==> src/rtl/sfm_div.sv <==
// restoring divider, one quotient bit per cycle, maps an entry position to its row
// no dependencies
module sfm_div #(
   parameter int N_W = 12,
   parameter int D_W = 3
) (
   input  logic           clock,
   input  logic           reset,
   input  logic           start,
   input  logic [N_W-1:0] dividend,
   input  logic [D_W-1:0] divisor,
   output logic           busy,
   output logic [N_W-1:0] quotient
);

   localparam int CNT_W = $clog2(N_W + 1);

   logic             busy_ff, busy_in;
   logic [CNT_W-1:0] cnt_ff, cnt_in;
   logic [D_W-1:0]   rem_ff, rem_in;
   logic [N_W-1:0]   quo_ff, quo_in;
   logic [D_W-1:0]   div_ff, div_in;
   logic [D_W:0]     trial;

   // shift one dividend bit into the remainder and try to subtract
   always_comb begin
      busy_in = busy_ff;
      cnt_in  = cnt_ff;
      rem_in  = rem_ff;
      quo_in  = quo_ff;
      div_in  = div_ff;
      trial   = {rem_ff, quo_ff[N_W-1]};
      if (start) begin
         busy_in = 1'b1;
         cnt_in  = CNT_W'(N_W);
         rem_in  = '0;
         quo_in  = dividend;
         div_in  = divisor;
      end else if (busy_ff) begin
         if (trial >= {1'b0, div_ff}) begin
            rem_in = D_W'(trial - {1'b0, div_ff});
            quo_in = {quo_ff[N_W-2:0], 1'b1};
         end else begin
            rem_in = D_W'(trial);
            quo_in = {quo_ff[N_W-2:0], 1'b0};
         end
         cnt_in = cnt_ff - 1'b1;
         if (cnt_ff == CNT_W'(1)) begin
            busy_in = 1'b0;
         end
      end
   end

   always_ff @(posedge clock) begin
      if (reset) begin
         busy_ff <= 1'b0;
      end else begin
         busy_ff <= busy_in;
      end
      cnt_ff <= cnt_in;
      rem_ff <= rem_in;
      quo_ff <= quo_in;
      div_ff <= div_in;
   end

   assign busy     = busy_ff;
   assign quotient = quo_ff;

endmodule

==> config.mk <==
export PLATFORM = sky130hd
export DESIGN_NAME = sfm_div
export DESIGN_NICKNAME = d
export VERILOG_FILES = /design/src/rtl/sfm_div.sv
export SDC_FILE = /design/constraint.sdc
export NUM_CORES = 1
export LEC_CHECK = 0
export ABC_AREA = 1
export BUFFER_PORTS_ARGS = -buffer_cell sky130_fd_sc_hd__buf_2
export CAP_MARGIN = 10
export CORE_MARGIN = 3
export CORE_UTILIZATION = 53
export CTS_CLUSTER_DIAMETER = 30
export CTS_CLUSTER_SIZE = 24
export DETAILED_ROUTE_END_ITERATION = 10
export HOLD_SLACK_MARGIN = 0.15
export PLACE_DENSITY = 0.81
export SLEW_MARGIN = 0
export SYNTH_ARGS = -nofsm -noshare
export SYNTH_HDL_FRONTEND = slang
export SYNTH_SLANG_ARGS = --single-unit
==> constraint.sdc <==
create_clock -name clock -period 3.9 [get_ports clock]
set_input_delay 0.39 -clock clock [delete_from_list [all_inputs] [get_ports clock]]
set_output_delay 0.39 -clock clock [all_outputs]
set_load 0.01 [all_outputs]
==> results.toml <==
[run_status]
status = "finished clean"

[cts]
clock-root-buffer = "clkbuf_4"
hold_buffers = 0
numCtsBuffers = 3
post_cts_buffers = 0
htreeDepth = 1
clk_pin_slew_ps = 120
clockBufferDepth = 2
post_cts_resized = 0
cts_sinks = 23
clock_latency_ps = 300
cts_tree = "built"

[logic_synthesis]
syn-num-nets = 143
ys_seq_area_share_pct = 57.1
synth_area_um2 = 1070
ys_warn_count = 0
syn_inst = 119
yosysTopAreaCellShare_pct = 42.2
syn_avg_cell_area_um2 = 8.98
yosysTopAreaCell = "edfxtp_1"
synth-seq-cells = 23
synth.distinct_cells = 19
netlist_top_cells_area = "edfxtp_1 42%, nand2_1 19%, dfxtp_1 15%, ha_1 5.9%, inv_1 2.8%"

[grt]
overflow = 0
grt_antenna_before_repair = 0
grt_use_total_pct = 17.3
grt_pass1_wl_um = 3480
grt_max_degree = 19
grt_pass1_vias = 833

[route]
drt_iter0_drc = 19
wl_um = 2030
drt-wirelength-per-cell_um = 11.5
final_antenna_net_count = 0
via_count = 848
first_pass_iters = 4
drc = 0
vias_per_cell = 4.82

[placement]
routabilityCongestion = 0.731
numPortBuffers = 30
dp_worst_setup_slack_ps = 2140
dpl_cell_area_um2 = 1240
dpl.hpwl_um = 1500
dp.cells = 172

[floorplan]
io_pins = 31
design.die.area_um2 = 2590
die_y_um = 50.9
fp.dieW_um = 50.9
core_um2 = 1820
rows = 15
start_util_pct = 58.7

[timing]
fin_worst_skew_ps = 1.14
rsz0062_at_grt = "no"
period_minus_slack_ps = 1640
tightest_slew_ps = 546
tns_ps = 0
holdWs_ps = 246
max_freq_ghz = 0.610
setup_violations = 0
slew_headroom_pct = 63.5
slew_violations = 0
finalHoldViolations = 0
setup_ws_ps = 2260
finalCritPeriodShare_pct = 42.0

[final_layout]
drive_gt1_share_pct = 25.8
final_common_cell = "nand2_1"
fin_cells = 176
finalNetCount = 176
fin_area_um2 = 1270
mostFrequentLayoutCells = "54 x nand2_1, 30 x buf_2, 15 x edfxtp_1"
diodes = 0
final_util_pct = 69.6
fillers = 148
syn2layout_area_growth_pct = 18.5

[power]
leakagePower_nw = 0.642
powerDensity_nw_per_um2 = 415
fin_total_pwr_mw = 0.526
ir_drop_v = 0.000276

[worst_setup_path]
cp-start-kind = "flop"
cp.arrival_ps = 1850
crit_fanout = 5
required_ps = 4110
worst-setup-path-type = "flop to flop"
end_kind = "flop"

[job]
cap_violations = 0

[worst_hold_path]
hp-class = "input pin to flop"
-- layer usage --
| layer | share of wire (%) | GRT usage (%) |
|---|---|---|
| met5 | 0 | 0 |
| met4 | 0.84 | 6.28 |
| met3 | 4.8 | 4.08 |
| met2 | 51 | 29.8 |
| met1 | 43 | 20.9 |
-- path summary, 6_finish.rpt --
| path | from | endpoint | slack (ps) | depth (start not counted) |
|---|---|---|---|---|
| max reg2reg | quotient[11]$_DFFE_PP_ | rem_ff[1]$_SDFFE_PP0P_ | 2260 | 9 |
| max | quotient[11]$_DFFE_PP_ | rem_ff[1]$_SDFFE_PP0P_ | 2260 | 9 |
| min | reset | busy$_SDFF_PP0_ | 250 | 2 |
| min reg2reg | rem_ff[2]$_SDFFE_PP0P_ | rem_ff[2]$_SDFFE_PP0P_ | 490 | 2 |
-- final cells by class --
| class | instances | area, um2 | area share, % |
|---|---|---|---|
| clock buffer | 4 | 26.3 | 2.08 |
| tap | 25 | 31.3 | 2.47 |
| inverter | 11 | 41.3 | 3.26 |
| timing repair buffer | 30 | 150 | 11.9 |
| sequential | 23 | 611 | 48.2 |
| multi-input combinational | 83 | 407 | 32.1 |
-- cell usage after synthesis --
master and number:
nand4_1 2, nor2_1 6, nor2_2 2, dfxtp_1 8, fa_1 1, nor3_1 1
o21ai_0 2, a21o_1 1, nor3_2 1, inv_1 8, a21oi_1 1, buf_2 2
inv_2 3, edfxtp_1 15, or2_0 1, nand3_1 5, ha_1 5, nand2_1 54
o21ai_1 1
-- cells by family after synthesis --
logic type	count (synthesis)	share of synthesized area, %
and+or+nand+nor	72	27.8
AOI/OAI and AO/OA	5	2.58
adders and majority gates	6	7.73
DFF	23	57.1
buffers and inverters	13	4.80
-- state kept, by name, summed over array words and instances, names as in the netlist --
| name | count |
|---|---|
| cnt_ff | 4 |
| busy | 1 |
| quotient | 12 |
| rem_ff | 3 |
| div_ff | 3 |
-- worst max-delay path, cell delays in order, from the launching register on --
cell      delay [ps]
edfxtp_1         360
inv_1             60
ha_1             200
fa_1             390
inv_1             70
nand2_1          110
nand3_1          180
nand2_1           70
nand3_1           60
nand2_1           50
-- power breakdown --
group	switching (mW)	internal, mW
Clock	0.0678	0.0398
Combinational	0.0674	0.0449
Sequential	0.0164	0.289
Note: power is estimated with default switching activity, not from simulation.
