[src/rtl/sfm_ram.sv]
// generic single-port synchronous ram, read-first, registered read data
// no dependencies
module sfm_ram #(
   parameter int W     = 8,
   parameter int DEPTH = 16,
   parameter int AW    = (DEPTH > 1) ? $clog2(DEPTH) : 1
) (
   input  logic          clock,
   input  logic [AW-1:0] addr,
   input  logic          we,
   input  logic [W-1:0]  wdata,
   output logic [W-1:0]  rdata
);

   logic [W-1:0] mem [DEPTH];

   // one access per cycle, read data registered
   always_ff @(posedge clock) begin
      if (we) begin
         mem[addr] <= wdata;
      end
      rdata <= mem[addr];
   end

endmodule

[config.mk]
export PLATFORM = sky130hd
export DESIGN_NAME = sfm_ram
export DESIGN_NICKNAME = d
export VERILOG_FILES = /design/src/rtl/sfm_ram.sv
export SDC_FILE = /design/constraint.sdc
export NUM_CORES = 1
export LEC_CHECK = 0
export BUFFER_PORTS_ARGS = -buffer_cell sky130_fd_sc_hd__buf_2
export CAP_MARGIN = 30
export CORE_MARGIN = 4
export CORE_UTILIZATION = 40
export DETAILED_ROUTE_END_ITERATION = 10
export HOLD_SLACK_MARGIN = 0.02
export PLACE_DENSITY = 0.56
export SLEW_MARGIN = 40
export SYNTH_ARGS = -nofsm -noshare
export SYNTH_HDL_FRONTEND = slang
export SYNTH_SLANG_ARGS = --single-unit
[constraint.sdc]
create_clock -name clock -period 5.2 [get_ports clock]
set_input_delay 0.78 -clock clock [delete_from_list [all_inputs] [get_ports clock]]
set_output_delay 0.78 -clock clock [all_outputs]
set_load 0.01 [all_outputs]
==> metrics.md, run 1 <==
| Metric | Value |
|---|---|
| Max incr delay on CP | `about 0.63 ns` |
| CP top delay family | `buffers and inverters` |
| P_int | `about 1.9 mW` |
| Via count | `between 2000 and 2500` |
| Design Power | `2.43 mW` |
| Initial antenna violation count | `0` |
| Grt ovf | `0` |
| Area Overhead vs Synth | `16.4%` |
| Total global routing track utilization | `0.145` |
| Starting Density | `0.415` |
| Die Wd | `between 100 and 150 um` |
| Count of nets after finishing | `277` |
| Slew @ Worst Pin | `about 0.79 ns` |
| Slew Limit Fails | `0` |
| TNS Setup | `0 ns` |
| Total clock sinks | `136` |
| RSZ-0062 raised after global routing | `false` |
| Crit path time final | `around 2.5 ns` |
| Unique masters post-synth | `18` |
| Core ar. | `between 10000 and 15000 um^2` |
| Ratio of final minimum period to clock period | `0.485` |
| Non-filler cells, final | `around 440` |
| Fmax | `between 0.3 and 0.4 GHz` |
| Register area share after synthesis | `0.790` |
| Overall routed net length | `approximately 9600 um` |
| Clock Latency Late Sink | `around 0.41 ns` |
| GPL Wtd Cong | `roughly 0.73` |
| WS Path Type | `input port to flip-flop` |
| CP Cell Sequence | `buf_2, buf_4, nand2_1, nor2_1` |
| Vias in the first global route | `roughly 2500` |
| Antenna Diode Count | `0` |
| IR drop worst, VDD | `~0.00022 V` |
| Placed cell count | `roughly 400` |
| Worst Skew | `between 0.009 and 0.01 ns` |
| Post-route cell area | `about 6000 um^2` |
| Lkg Pwr | `~1.9 nW` |
| Commonest non-fill, non-tap cell in the layout | `edfxtp_1` |
| Detail Route Antenna Nets | `0` |
| CTS tree | `built` |
| Setup Buffers After CTS | `0` |
| PD cells | `411 nW/um^2` |
| Largest net degree at the start of global routing | `40` |
| Flops & latches, synth | `between 100 and 150` |
| Final Setup Violations | `0` |
| First-pass GRT wire length | `approximately 15000 um` |
| Post-CTS sizing | `0` |
| Worst setup margin | `~2.7 ns` |
| Die Ht | `121 um` |
| Reg clk slew, reported paths | `about 0.050 ns` |
| Top post-synthesis cells by area | `edfxtp_1 76%, mux4_2 14%, dfxtp_1 3.2%` |
| Slowest stage cell, crit path | `nor2_1` |
| Switching power | `approximately 0.5 mW` |
| Clock H-tree levels | `4` |
| Root Buffer | `clkbuf_16` |
| Mapped Area | `approximately 5000 um^2` |
| DP Area | `5360 um^2` |
| Detailed Place HPWL | `6000 um` |
| Comb power frac | `0.046` |
| Synth warn | `0` |
| Residual DRC | `0` |
| TritonCTS buffer count | `17` |
| # rows | `40` |
| Sw frac | `0.208` |
| Number of DRC markers in iteration 0 | `roughly 200` |
| Critical Path End Type | `flip-flop` |
| Part of the power in registers | `0.508` |
| Synth top area share | `0.759` |
| Mapped Cells | `between 200 and 250` |
| Die Area | `14500 um^2` |
| Pre-CTS WS | `around 2.2 ns` |
| Status | `finished clean` |
| Critical path arrival | `around 2.6 ns` |
| WP data required | `approximately 5.2 ns` |
| Input/output buffers | `21` |
| Synthesized net count | `around 240` |
| Number of hold buffers added after cts | `0` |
| Crit path launch type | `input port` |
| Critical path peak fanout | `23` |
| Commonest non-fill, non-tap cells in the layout | `128 x edfxtp_1, 32 x mux4_2, 20 x buf_2` |
| DR WL/cell | `around 22 um` |
| Slew headroom | `0.468` |
| Bufs and invs on worst path | `2` |
| Clock Tree Buf Depth | `2` |
| Hold Fails Final Rpt | `0` |
| Top Ports | `22` |
| Max Cap Viol | `0` |
| Class of the worst hold path | `flip-flop to flip-flop` |
| Syn Area/Cell | `22.0 um^2` |
| Vias per std cell | `between 5 and 6` |
| Clk pwr share | `0.445` |
| Ratio of cells with drive above 1 in the final layout | `0.308` |
| Leading area contributor after synthesis | `edfxtp_1` |
| First-pass DRT Iterations | `5` |
stage by stage:
step | util | hold slack, ns
after floorplan | - | 0.635
after global placement | 0.438 | 0.675
after detailed placement | 0.439 | 0.683
after CTS | 0.483 | 0.695
after global routing | 0.483 | 0.716
final | 0.483 | 0.687
worst register-to-register path, stage by stage (launching register included):
cell and delay [ns]:
edfxtp_1 0.36, mux4_2 0.47, a22oi_1 0.33, nand2_1 0.10
final timing paths:
path | from | to | slack [ns] | cells after the start
worst max-delay path | addr[0] | mem[3][0] | 2.68 | 4
worst min-delay path | mem[10][6] | rdata[6] | 0.69 | 3
worst max register to register | mem[3][3] | rdata[3] | 3.81 | 3
worst min register to register | mem[10][6] | rdata[6] | 0.69 | 3
cell usage after synthesis:
cell type and count:
mux4_2 32, nand3_1 1, dfxtp_1 8, clkbuf_2 1, a22oi_1 16, nand3b_1 2
nand2_1 9, buf_1 4, buf_6 2, nor2_1 13, clkbuf_1 2, nand2b_1 2
nor3_1 4, or3b_2 1, and2_1 1, nor2b_1 2, edfxtp_1 128, buf_2 2
cell type report:
cell class	instances	area, um^2
tap	168	210
timing repair buffer	25	138
fill	1027	6310
clock buffer	19	433
sequential	136	4000
multi-input combinational	83	1010
clock inverter	13	106
kinds of logic (layout without fill, tap and decap cells):
family	after synthesis	count (layout)	synth area share
flip-flops	136	136	0.790
multiplexers	32	32	0.142
buffers and inverters	11	57	0.0119
AND/OR/NAND/NOR	35	35	0.0321
AO/OA/AOI/OAI	16	16	0.0237
power groups by stage:
stage,Combinational (mW),Sequential [mW],Clock (mW)
floorplan,0.0631,1.26,0
global placement,0.115,1.25,0
detailed placement,0.116,1.26,0
CTS,0.116,1.23,1.09
global route,0.123,1.23,1.15
finish,0.113,1.23,1.08
metal layers:
| metal | GRT usage | wire length (um) | part of all wire | up-vias |
|---|---|---|---|---|
| li1 | - | - | - | 1028 |
| met1 | 0.198 | 4250 | 0.44 | 1215 |
| met2 | 0.224 | 4700 | 0.49 | 60 |
| met3 | 0.0337 | 542 | 0.056 | 9 |
| met4 | 0.0616 | 134 | 0.014 | 0 |
| met5 | 0 | 0 | 0 | - |
registers in the layout (all words and copies together) (netlist names):
register  count
mem         128
rdata         8
Power figures use the tool's default switching activity.
==> inputs of run 2 (changes only) <==
==> constraint.sdc (replaced) <==
create_clock -name clock -period 2.6 [get_ports clock]
set_input_delay 0.39 -clock clock [delete_from_list [all_inputs] [get_ports clock]]
set_output_delay 0.39 -clock clock [all_outputs]
set_load 0.01 [all_outputs]
==> metrics.md, run 2 (same netlist as run 1, synthesis figures left out) <==
| Metric | Value |
|---|---|
| Status | `finished clean` |
| Critical path launch point | `addr[0]` |
| TritonCTS buffer count | `17` |
| Initial antenna violation count | `0` |
| Crit path time final | `roughly 1.6 ns` |
| WP data required | `roughly 2.9 ns` |
| Number of DRC markers in iteration 0 | `between 100 and 150` |
| Hold_sp | `wdata[6]` |
| Die Area | `about 15000 um^2` |
| Vias per std cell | `5.06` |
| Fmax | `approximately 0.64 GHz` |
| CTS tree | `built` |
| Clock Tree Buf Depth | `2` |
| Critical path arrival | `between 1.5 and 2 ns` |
| Total global routing track utilization | `0.146` |
| Overall routed net length | `9430 um` |
| Starting Density | `0.415` |
| Number of hold buffers added after cts | `0` |
| Worst Skew | `around 0.01 ns` |
| Die Wd | `about 120 um` |
| First-pass GRT wire length | `~15000 um` |
| Setup Buffers After CTS | `0` |
| Count of nets after finishing | `292` |
| IR drop worst, VDD | `0.000391 V` |
| Input/output buffers | `21` |
| Clock H-tree levels | `4` |
| Final Setup Violations | `0` |
| Via count | `2323` |
| Top Registers | `mem x128, rdata x8` |
| DR WL/cell | `between 20 and 25 um` |
| Vias in the first global route | `between 2000 and 3000` |
| Grt ovf | `0` |
| First-pass DRT Iterations | `4` |
| WS Path Type | `input port to flip-flop` |
| Critical path peak fanout | `12` |
| Lkg Pwr | `a little over 2 nW` |
| Largest net degree at the start of global routing | `26` |
| RSZ-0062 raised after global routing | `false` |
| Max reg flops | `roughly 130` |
| Slew headroom | `0.505` |
| Clock Latency Late Sink | `approximately 0.41 ns` |
| Antenna Diode Count | `0` |
| Commonest non-fill, non-tap cell in the layout | `edfxtp_1` |
| GPL Wtd Cong | `approximately 0.74` |
| PD cells | `897 nW/um^2` |
| Root Buffer | `clkbuf_16` |
| Detailed Place HPWL | `6230 um` |
| # rows | `40` |
| Reg clk slew, reported paths | `0.05 ns` |
| Max Cap Viol | `0` |
| Largest register by flop count | `mem` |
| Area Overhead vs Synth | `22.5%` |
| Residual DRC | `0` |
| Final Core Density | `0.509` |
| Class of the worst hold path | `input port to flip-flop` |
| Detail Route Antenna Nets | `0` |
| Critical Path End Type | `flip-flop` |
| Core ar. | `12200 um^2` |
| FF-to-FF Start | `mem[3][2]` |
| Hold Fails Final Rpt | `0` |
| TNS Setup | `0 ns` |
| Commonest non-fill, non-tap cells in the layout | `128 x edfxtp_1, 32 x mux4_2, 21 x buf_2` |
| Slew Limit Fails | `0` |
| Post-CTS sizing | `0` |
| Total clock sinks | `136` |
| Ratio of cells with drive above 1 in the final layout | `0.361` |
| Top Ports | `22` |
| Slew @ Worst Pin | `approximately 0.74 ns` |
| Ratio of final minimum period to clock period | `0.598` |
| Die Ht | `around 120 um` |
| Crit path launch type | `input port` |
## run 2: cell types whose count changed in the layout (fill, tap and decap cells not counted), moves of 2 or more
cell / change
buf_4: +12
clkinv_1: -4
bufinv_16: +7
buf_12: +2
clkinvlp_4: -2
## run 2: critical path, cell delays in order
cell and delay, ns:
buf_2 0.34, buf_12 0.21, mux4_2 0.52, a22oi_1 0.28
nand2_1 0.09
## run 2: final timing paths
kind / end / slack, ns / cells after the start
worst max-delay path: rdata[3] / 1.05 / 5
worst min-delay path: mem[6][6] / 0.37 / 1
worst max register to register: rdata[2] / 1.22 / 3
worst min register to register: rdata[7] / 0.66 / 3
## run 2: final cells by class
cell class              count  area [um^2]
fillers                  1001         6000
clock inverters            13          274
multi-input cells          83         1010
well taps                 168          210
flip-flops and latches    136         4000
repair buffers             40          273
clock buffers              19          443
## run 2: layer usage
| layer | share of wire | up-vias | track usage |
|---|---|---|---|
| li1 | - | 1056 | - |
| met1 | 0.46 | 1228 | 0.186 |
| met2 | 0.50 | 29 | 0.236 |
| met3 | 0.024 | 10 | 0.0454 |
| met4 | 0.015 | 0 | 0.0567 |
| met5 | 0 | - | 0 |
## run 2: power by group
group | internal (mW) | switching, mW
clock network | 2.01 | 0.861
logic | 0.0995 | 0.132
registers | 2.45 | 0.0123
## run 2: through the flow
stage	hold WS [ns]	power (mW)	std cells	instance area, um^2	setup slack [ns]
3_5_place_dp	0.660	2.75	427	5490	0.595
5_1_grt	0.367	5.76	459	6210	0.948
4_1_cts	0.352	5.63	459	6210	1.05
6_report	0.366	5.57	459	6210	1.05
2_1_floorplan	0.489	2.64	230	5070	0.717
3_3_place_gp	0.657	2.74	427	5490	0.637
==> inputs of run 3 (changes only) <==
--- a/config.mk
+++ b/config.mk
@@ -11,7 +11,7 @@
 export CORE_UTILIZATION = 40
 export DETAILED_ROUTE_END_ITERATION = 10
 export HOLD_SLACK_MARGIN = 0.02
-export PLACE_DENSITY = 0.56
+export PLACE_DENSITY = 0.58
 export SLEW_MARGIN = 40
 export SYNTH_ARGS = -nofsm -noshare
 export SYNTH_HDL_FRONTEND = slang
==> constraint.sdc (replaced) <==
create_clock -name clock -period 1.4 [get_ports clock]
set_input_delay 0.21 -clock clock [delete_from_list [all_inputs] [get_ports clock]]
set_output_delay 0.21 -clock clock [all_outputs]
set_load 0.01 [all_outputs]
==> metrics.md, run 3 (same netlist as run 1, synthesis figures left out) <==
| Metric | Value |
|---|---|
| PD cells | `approximately 1500 nW/um^2` |
| Fill cell count | `~990` |
| Smallest hold slack | `roughly 0.18 ns` |
| Count of nets after finishing | `roughly 320` |
| DR WL/cell | `roughly 21 um` |
| Status | `finished clean` |
| FF-to-FF Start | `mem[1][6]` |
| Register area | `4000 um^2` |
| Max reg flops | `128` |
| Overall routed net length | `roughly 10000 um` |
| Detail Route Antenna Nets | `0` |
| Highest metal used | `met4` |
| Ratio of cells with drive above 1 in the final layout | `0.454` |
| Grt ovf | `0` |
| Core ar. | `roughly 12000 um^2` |
| GPL Wtd Cong | `between 0.7 and 0.8` |
| First-pass GRT wire length | `between 15000 and 20000 um` |
| Root Buffer | `clkbuf_16` |
| Fmax | `0.762 GHz` |
| Lkg Pwr | `about 2.2 nW` |
| Worst Skew | `0.00720 ns` |
| Slew Limit Fails | `0` |
| Clock H-tree levels | `4` |
| Clock Latency Late Sink | `roughly 0.42 ns` |
| DP Area | `~5900 um^2` |
| Initial antenna violation count | `0` |
| Critical Path End Type | `flip-flop` |
| Setup Buffers After CTS | `0` |
| RSZ-0062 raised after global routing | `false` |
| Reg2reg end | `rdata[6]` |
| Multi-input gate area | `roughly 1100 um^2` |
| Detailed Place HPWL | `6990 um` |
| CTS tree | `built` |
| Die Area | `14500 um^2` |
| Largest register by flop count | `mem` |
| Residual DRC | `0` |
| Placed cell count | `453` |
| Reg clk slew, reported paths | `roughly 0.060 ns` |
| Critical path peak fanout | `1` |
| Total global routing track utilization | `0.155` |
| TritonCTS buffer count | `17` |
| FF-to-FF path depth | `3` |
| Top Registers | `mem x128, rdata x8` |
| Hold_sp | `wdata[1]` |
| Number of DRC markers in iteration 0 | `slightly below 200` |
| Die Ht | `between 100 and 150 um` |
| Slew headroom | `0.468` |
| IR drop worst, VDD | `slightly above 0.0008 V` |
| # rows | `40` |
| WHS Path Cells | `1` |
| First-pass DRT Iterations | `4` |
| WP data required | `between 1.5 and 2 ns` |
| Slew @ Worst Pin | `roughly 0.8 ns` |
| Met3 routed WL | `approximately 430 um` |
| Max incr delay on CP | `~0.45 ns` |
| Clock Tree Buf Depth | `2` |
| CP Cell Sequence | `mux4_2, a22oi_1, nand2_1` |
| Input/output buffers | `21` |
| Vias in the first global route | `roughly 2600` |
| Via count | `about 2500` |
| Commonest non-fill, non-tap cell in the layout | `edfxtp_1` |
| Max Cap Viol | `0` |
| Non-filler cells, final | `roughly 490` |
| Hold Fails Final Rpt | `0` |
| Class of the worst hold path | `input port to flip-flop` |
| TNS Setup | `0 ns` |
| Met2 Wirelength | `a little under 5000 um` |
| Top Ports | `22` |
| Wire length on met1 | `between 4000 and 5000 um` |
| Ratio of final minimum period to clock period | `0.938` |
| Antenna Diode Count | `0` |
| Die Wd | `between 100 and 150 um` |
| Number of hold buffers added after cts | `0` |
| Critical path arrival | `between 1.5 and 2 ns` |
| Largest net degree at the start of global routing | `22` |
| Crit path launch type | `flip-flop` |
| Reg2reg setup slack | `0.09 ns` |
| Final Setup Violations | `0` |
| Hold EP | `mem[13][1]` |
| Post-route cell area | `about 6500 um^2` |
| Total clock sinks | `around 140` |
| Slowest stage cell, crit path | `mux4_2` |
| Area Overhead vs Synth | `27.7%` |
| Crit path time final | `1.31 ns` |
| Commonest non-fill, non-tap cells in the layout | `128 x edfxtp_1, 35 x buf_4, 32 x mux4_2` |
| Vias per std cell | `~5` |
| WS Path Type | `flip-flop to flip-flop` |
| Starting Density | `0.415` |
-- run 3: cell types whose count changed in the layout (fill, tap and decap cells not counted), moves of 3 or more --
cell,change
nor2_4,+3
clkinv_1,+4
nor2_1,-12
bufinv_16,-4
buf_4,+18
nor3_2,+4
nor2_2,+9
nor3_1,-4
buf_12,+8
-- run 3: final cells by class --
class / instances / area share
clock buffer: 18 / 0.0663
clock inverter: 14 / 0.0278
multi-input combinational: 83 / 0.167
sequential: 136 / 0.619
tap: 168 / 0.0325
timing repair buffer: 66 / 0.0878
-- run 3: stage by stage --
stage          setup slack, ns  power [mW]  utilization
2_1_floorplan          -0.0882        4.92            -
3_3_place_gp            -0.342        5.18        0.479
3_5_place_dp            -0.344        5.19        0.479
4_1_cts                 0.0120        9.76        0.529
5_1_grt                 0.0219        10.0        0.530
6_report                0.0874        9.68        0.530
-- run 3: worst max-delay path by stage --
stage / from / to / slack [ns] / depth (start not counted)
2_1_floorplan: addr[2] / mem[0][0] / -0.09 / 2
3_3_place_gp: addr[0] / rdata[4] / -0.34 / 6
3_5_place_dp: addr[0] / rdata[4] / -0.34 / 6
4_1_cts: mem[10][4] / rdata[4] / 0.01 / 3
5_1_grt: mem[11][0] / rdata[0] / 0.02 / 3
6_report: mem[1][6] / rdata[6] / 0.09 / 3
-- run 3: per-layer routing --
metal  vias to the layer above  global-route usage
met2                        57               0.238
met5                         -                   0
li1                       1111                   -
met4                         0              0.0574
met1                      1274               0.215
met3                        18              0.0393
-- run 3: repair_timing --
action | in CTS | in global routing
endpoints found under the setup margin | 0 | 2
hold endpoints to repair | 0 | 0
resized for setup | 0 | 2
-- run 3: worst max-delay path, delay by kind of cell, from the launching register on --
| family | cells | cell delay [ns] |
|---|---|---|
| AND/OR/NAND/NOR | 1 | 0.08 |
| flip-flops | 1 | 0.38 |
| multiplexers | 1 | 0.45 |
| AO/OA/AOI/OAI | 1 | 0.28 |
-- run 3: where the power goes --
part	internal [mW]	switching [mW]
registers	4.55	0.0288
logic	0.236	0.280
clock network	2.95	1.62
